===== src/hdl/psvt_pkg.sv =====
// ----------------------------------------------------------------------------
// psvt_pkg
// Types and codes shared by the sorted vector table modules.
// ----------------------------------------------------------------------------
package psvt_pkg;

	localparam logic [1:0] KIND_SLOT   = 2'd0;
	localparam logic [1:0] KIND_STATUS = 2'd1;
	localparam logic [1:0] KIND_DISP   = 2'd2;

	localparam logic [1:0] ST_OK   = 2'd0;
	localparam logic [1:0] ST_FULL = 2'd1;
	localparam logic [1:0] ST_ZERO = 2'd2;

	localparam logic FUNC_REG  = 1'b0;
	localparam logic FUNC_DISP = 1'b1;

	localparam logic [7:0] PRIO_MASK = 8'h7f;

	typedef struct packed {
		logic        func;
		logic [4:0]  line;
		logic [31:0] handler_addr;
		logic [7:0]  priority_in;
		logic [31:0] enabled_mask;
	} in_item_t;

	typedef struct packed {
		logic [1:0]  kind;
		logic [3:0]  slot;
		logic        slot_enable;
		logic [4:0]  slot_line;
		logic [31:0] addr_out;
		logic [4:0]  position;
		logic [1:0]  status;
		logic        found;
		logic        last;
	} out_item_t;

	// Classified command handed from the front to the back.
	typedef struct packed {
		logic        func;
		logic        zero_addr;
		logic [4:0]  line;
		logic [6:0]  prio;
		logic [31:0] addr;
		logic [31:0] mask;
	} cmd_t;

	typedef struct packed {
		logic        valid;
		logic [4:0]  line;
		logic [6:0]  prio;
		logic [31:0] addr;
	} entry_t;

endpackage


===== src/hdl/psvt_front.sv =====
// ----------------------------------------------------------------------------
// psvt_front
// Accepts input items, classifies them and queues them for the back end.
// ----------------------------------------------------------------------------
module psvt_front (
	input  logic              clk,
	input  logic              arst_n,
	input  logic              in_valid,
	output logic              in_stall,
	input  psvt_pkg::in_item_t in_data,
	output logic              q_valid,
	output psvt_pkg::cmd_t    q_data,
	input  logic              q_pop
);
	import psvt_pkg::*;

	cmd_t       mem_q [2];
	logic       wr_q;
	logic       rd_q;
	logic [1:0] cnt_q;
	cmd_t       cmd;
	logic       push;

	always_comb begin
		cmd.func      = in_data.func;
		cmd.zero_addr = (in_data.handler_addr == 32'd0);
		cmd.line      = in_data.line;
		cmd.prio      = 7'(in_data.priority_in & PRIO_MASK);
		cmd.addr      = in_data.handler_addr;
		cmd.mask      = in_data.enabled_mask;
	end

	assign in_stall = (cnt_q == 2'd2);
	assign push     = in_valid && !in_stall;
	assign q_valid  = (cnt_q != 2'd0);
	assign q_data   = mem_q[rd_q];

	always_ff @(posedge clk) begin
		if (push) begin
			mem_q[wr_q] <= cmd;
		end
	end

	always_ff @(posedge clk or negedge arst_n) begin
		if (!arst_n) begin
			wr_q  <= 1'b0;
			rd_q  <= 1'b0;
			cnt_q <= 2'd0;
		end else begin
			if (push) begin
				wr_q <= !wr_q;
			end
			if (q_pop) begin
				rd_q <= !rd_q;
			end
			cnt_q <= cnt_q + 2'(push) - 2'(q_pop);
		end
	end

endmodule


===== config.mk =====
export PLATFORM = sky130hd
export DESIGN_NAME = psvt_front
export DESIGN_NICKNAME = d
export VERILOG_FILES = /design/src/hdl/psvt_pkg.sv /design/src/hdl/psvt_front.sv
export SDC_FILE = /design/constraint.sdc
export NUM_CORES = 1
export LEC_CHECK = 0
export BUFFER_PORTS_ARGS = -buffer_cell sky130_fd_sc_hd__buf_2
export CORE_ASPECT_RATIO = 1.2
export CORE_MARGIN = 4
export CORE_UTILIZATION = 52
export DETAILED_ROUTE_END_ITERATION = 10
export GPL_TIMING_DRIVEN = 0
export PLACE_DENSITY = 0.85
export SLEW_MARGIN = 30
export SYNTH_ARGS = -nofsm -noshare
export SYNTH_HDL_FRONTEND = slang
export SYNTH_SLANG_ARGS = --single-unit

===== constraint.sdc =====
create_clock -name clk -period 6.05 [get_ports clk]
set_input_delay 0.3025 -clock clk [delete_from_list [all_inputs] [get_ports clk]]
set_output_delay 0.3025 -clock clk [all_outputs]
set_load 0.01 [all_outputs]

==> out/metrics.cfg, run 1 <==
[timing]
slew_headroom_pct=53.81
fmax_ghz=0.4964
grt_setup_unrepaired=false
slew_violations=0
setup_viol=0
tightest_slew_ns=0.6911
finalCritPeriodShare_pct=33.30
setup_ws_ns=4.035
finalClockSkew_ns=0.01092
period_needed_ns=2.015
finalHoldViolCount=0
tns_ns=0

[worst_setup_path]
worstPathBufferInverterCount=2
cp_max_fo=21
crit_arrival_ns=2.13
start_kind=register
crit_top_cell=buf_16
max_stage_delay_ns=0.57
cp_top_family=simple AND/OR/NAND/NOR gates
cp_slowest_cell=nor2_4
end_kind=register
path_class=reg2reg
required_ns=6.16
path_cells=nand2b_1, nand2_1, nor2_4, buf_16, buf_16

[cells_and_area]
drive_above_1_share_pct=60.47
fin_area_sq_um=7639
layout.nets=539
fin_cells=622
area_growth_pct=28.93
diodes=0

[routing]
wl_mm=11.06
drt-initial-drc-count=122
drc=0
num_vias=3082
vias_per_cell=4.955
ant_nets=0
first_pass_iters=4
wire_per_inst_microns=17.78

[synthesis]
syn_inst=271
synth_fa_ha_area_share_pct=0.4224
synthesis.area_sq_um=5924
synth_nets=355
synth-xor-area-share_pct=0.5913
yosys_warnings=0
synth_area_per_cell_sq_um=21.86
yosysUniqueCellTypes=17
synth_top_family_by_area=multiplexers
synthSimpleGateAreaFrac_pct=1.563
synthMuxAreaShare_pct=15.46
synth_compound_area_share_pct=0
synth_seq_cells=160
seq_area_frac_synth_pct=80.76

[floorplan]
pin_count=162
dieArea_sq_um=13170
fp.dieH_microns=124.9
initial_core_util_pct=53.43
row_count=42
core_sq_um=11090
die_w_microns=105.4

[outcome]
outcome=completed

[placement]
io_buffers=160
place_inst=589
place_hpwl_mm=7.814
place_ws_ns=4.024
dpl_cell_area_sq_um=7033
place_congestion=0.7137

[clock_network]
cts_tree=yes
clk_latency_ns=0.41
cts_made_buffers=17
root_buffer=clkbuf_16
cts_resized=0
htree_num_levels=4
clock-sinks=160
cts_max_path_buffers=2
clk_pin_slew_ns=0.06

[pwr]
power_density_nw_per_um2=491.3
p_total_uw=3752
peakVddDrop_mv=0.4629
p_leak_uw=0.002895

[global_route]
grt_pass1_wl_mm=17.53
gr-usage-all-layers_pct=17.64
grt_overflow=0
antenna_found_initial=0
grt_max_degree=41
grt_pass1_vias=3401

[hold_path]
hp-class=in2reg

[run]
drv_cap=0

-- final timing paths --
check	start	cells after the start	slack [ns]	end
max	cnt_q[1]	5	4.04	mem_q[0][64]
min	in_data[72]	1	0.08	mem_q[1][71]
max reg2reg	cnt_q[1]	5	4.04	mem_q[0][64]
min reg2reg	cnt_q[0]	1	0.57	cnt_q[0]
max in group asynchronous	arst_n	2	5.72	cnt_q[1]
min in group asynchronous	arst_n	2	0.21	cnt_q[0]
-- worst register-to-register path, delay by kind of cell, from the launching register on --
kind,cells,cell delay [ns]
DFF,1,0.41
buffers and inverters,2,0.43
and+or+nand+nor,3,0.86
-- timing repair --
| action | in CTS | in global routing |
|---|---|---|
| buffers inserted | 0 | 0 |
| hold buffers | 1 | 0 |
| endpoints found under the hold margin | 4 | 0 |
-- cell families (layout without fill, tap and decap cells) --
| kind of cell | Yosys count | in the layout |
|---|---|---|
| adder cells (fa/ha/maj) | 2 | 2 |
| flip-flops | 160 | 160 |
| multiplexers | 78 | 78 |
| XOR/XNOR | 4 | 4 |
| AND/OR/NAND/NOR | 16 | 16 |
| buffers and inverters | 11 | 208 |
-- layer usage --
| metal | wire (microns) | track usage (%) |
|---|---|---|
| met5 | 0 | 0 |
| met4 | 133 | 7.876 |
| met3 | 534 | 4.355 |
| met2 | 6248 | 32.06 |
| met1 | 4143 | 19.27 |
-- placed cells by master (no fill, tap or decap), types with 3 or more instances in the layout --
master,Yosys,layout
buf_2,6,166
edfxtp_1,156,156
mux2_2,68,68
clkbuf_16,0,17
mux2_4,10,10
nor4_1,8,8
clkinvlp_4,0,5
dfrtp_1,4,4
buf_6,3,3
xnor2_1,3,3
bufinv_16,0,3
buf_16,0,3
-- per-stage QoR --
stage | hold slack (ns) | util [%]
after floorplan | 0.006909 | -
after global placement | 0.1090 | 62.39
after detailed placement | 0.1144 | 63.43
after CTS | 0.05702 | 68.89
after global routing | 0.05634 | 68.89
final | 0.07608 | 68.89
-- where the power goes --
part	total [uW]	internal (uW)	switching (uW)
combinational	1120	541	582
clock	1050	647	408
sequential	1570	1510	60.1
total	3750	2700	1050
-- flip-flops by register name, summed over array words and instances, names as in the netlist --
| register | cells |
|---|---|
| cnt_q | 2 |
| rd_q | 1 |
| wr_q | 1 |
| mem_q | 156 |
-- cell type report --
cell class / instances / area [sq um]
Clock inverter: 14 / 166.4
Fill cell: 764 / 3450
Buffer: 9 / 63.81
Multi-Input combinational cell: 100 / 1081
Sequential cell: 160 / 4785
Tap cell: 154 / 192.7
Timing Repair Buffer: 165 / 913.4
Inverter: 2 / 7.507
Clock buffer: 18 / 429.2
-- cells in the mapped netlist, drive strengths merged --
cell	n	area share, %
and3	1	0.11
buf	9	1.1
dfrtp	4	1.7
edfxtp	156	79
ha	2	0.42
inv	2	0.13
mux2	78	15
nand2	1	0.063
nand2b	1	0.11
nand4	2	0.21
nor2	2	0.13
nor4	8	0.84
or2	1	0.11
xnor2	3	0.44
xor2	1	0.15
No activity file was read; power rests on OpenSTA's default activity.
==> run 2, diff against run 1 <==
==> constraint.sdc (replaced) <==
create_clock -name clk -period 1.9 [get_ports clk]
set_input_delay 0.095 -clock clk [delete_from_list [all_inputs] [get_ports clk]]
set_output_delay 0.095 -clock clk [all_outputs]
set_load 0.01 [all_outputs]
==> run 2 against run 1 <==
- via count rose by 13%
- setup slack got worse by 4.0 ns
- cell count rose by 13%
- sequential power rose to 3.2 times the previous value
- sequential share of layout area fell by 5.9 points
- non-clock buffer count rose by 81
==> out/metrics.cfg, run 2 (same netlist as run 1, synthesis figures left out) <==
[cells_and_area]
fillers=629
area_growth_pct=42.43
largest_reg_flops=156
layout.nets=621
drive_above_1_share_pct=52.09
diodes=0
top_regs=mem_q x156, cnt_q x2
layout_common_cells=buf_2, edfxtp_1, dlygate4sd3_1, mux2_2, clkbuf_16
fin_area_sq_um=8438
regMostFlops=mem_q
final_common_cell=buf_2

[routing]
ant_nets=0
vias_per_cell=4.937
wl_mm=13.20
drc=0
wire_per_inst_microns=18.77
drt-initial-drc-count=150
first_pass_iters=4
num_vias=3471

[placement]
place_congestion=0.7209
io_buffers=160
place_hpwl_mm=7.731
place_ws_ns=-0.08782
dpl_cell_area_sq_um=7036

[worst_setup_path]
path_class=reg2reg
required_ns=1.99
crit_arrival_ns=1.92
start_kind=register
cp_max_fo=43
end_kind=register

[floorplan]
fp.dieH_microns=124.9
core_sq_um=11090
pin_count=162
row_count=42
die_w_microns=105.4
initial_core_util_pct=53.43
dieArea_sq_um=13170

[hold_path]
hp-class=in2reg

[timing]
period_needed_ns=1.833
grt_setup_unrepaired=true
tightest_slew_ns=0.6107
finalHoldViolCount=0
setup_ws_ns=0.06748
finalCritPeriodShare_pct=96.45
slew_violations=0
setup_viol=0
slew_headroom_pct=59.29
tns_ns=0
holdWs_ns=0.06932
finalClockSkew_ns=0.01476
fmax_ghz=0.5457

[clock_network]
root_buffer=clkbuf_16
cts_max_path_buffers=2
cts_tree=yes
clk_latency_ns=0.41
clock-sinks=160
htree_num_levels=4
clk_pin_slew_ns=0.07
cts_made_buffers=17

[global_route]
antenna_found_initial=0
grt_pass1_wl_mm=20.53
globalRouteMet2Util_pct=37.73
grt_overflow=0
grt.met1_usage_pct=22.78
grt_max_degree=44
gr-usage-all-layers_pct=20.69
grt_pass1_vias=3925
top_usage_layer=met2
use_met3_pct=5.288

[pwr]
power_density_nw_per_um2=1438
peakVddDrop_mv=1.281
p_leak_uw=0.003237
p_total_uw=12130

[outcome]
outcome=completed

[run]
drv_cap=0

[run 2: path summary, 6_finish.rpt]
check                               end  cells past startpoint  slack, ns     start
setup / recovery           mem_q[1][24]                      2       0.07      wr_q
hold / removal                     wr_q                      3       0.07  in_valid
setup reg to reg           mem_q[1][24]                      2       0.07      wr_q
hold reg to reg                cnt_q[0]                      1       0.62  cnt_q[0]
max in group asynchronous          wr_q                      4       0.61    arst_n
min in group asynchronous      cnt_q[1]                      3       0.54    arst_n
[run 2: layout make-up]
class	instances	area, sq um	area share, %
Sequential cell	160	4785	56.70
Timing Repair Buffer	246	1722	20.40
Multi-Input combinational cell	101	1097	13.00
Clock buffer	17	425.4	5.042
Tap cell	154	192.7	2.284
Clock inverter	14	142.6	1.690
Buffer	9	66.31	0.7859
Inverter	2	7.507	0.08897
[run 2: timing repair]
action                                  CTS  global route
endpoints found under the hold margin   159             0
resized for setup                         0             2
pin swaps                                 1             1
endpoints found under the setup margin   43            81
setup buffers                             0             1
gates cloned                              1             0
hold buffers                             81             0
[run 2: power breakdown]
part	total [uW]	switching, uW	internal (uW)
clock	3260	1340	1920
combinational	3820	1950	1860
sequential	5050	231	4820
[run 2: worst max-delay path: stages (launching register included)]
cell	delay [ns]
dfrtp_1	0.51
and3_4	0.66
buf_12	0.30
[run 2: metal layers]
layer	vias up	share of wire [%]
met4	0	1.8
li1	1621	-
met5	-	0
met3	16	4.8
met1	1718	37
met2	116	56
[run 2: per-stage QoR]
stage / cells / util, %
2_1_floorplan: 271 / -
3_3_place_gp: 585 / 62.49
3_5_place_dp: 589 / 63.45
4_1_cts: 702 / 75.94
5_1_grt: 703 / 76.10
6_report: 703 / 76.10
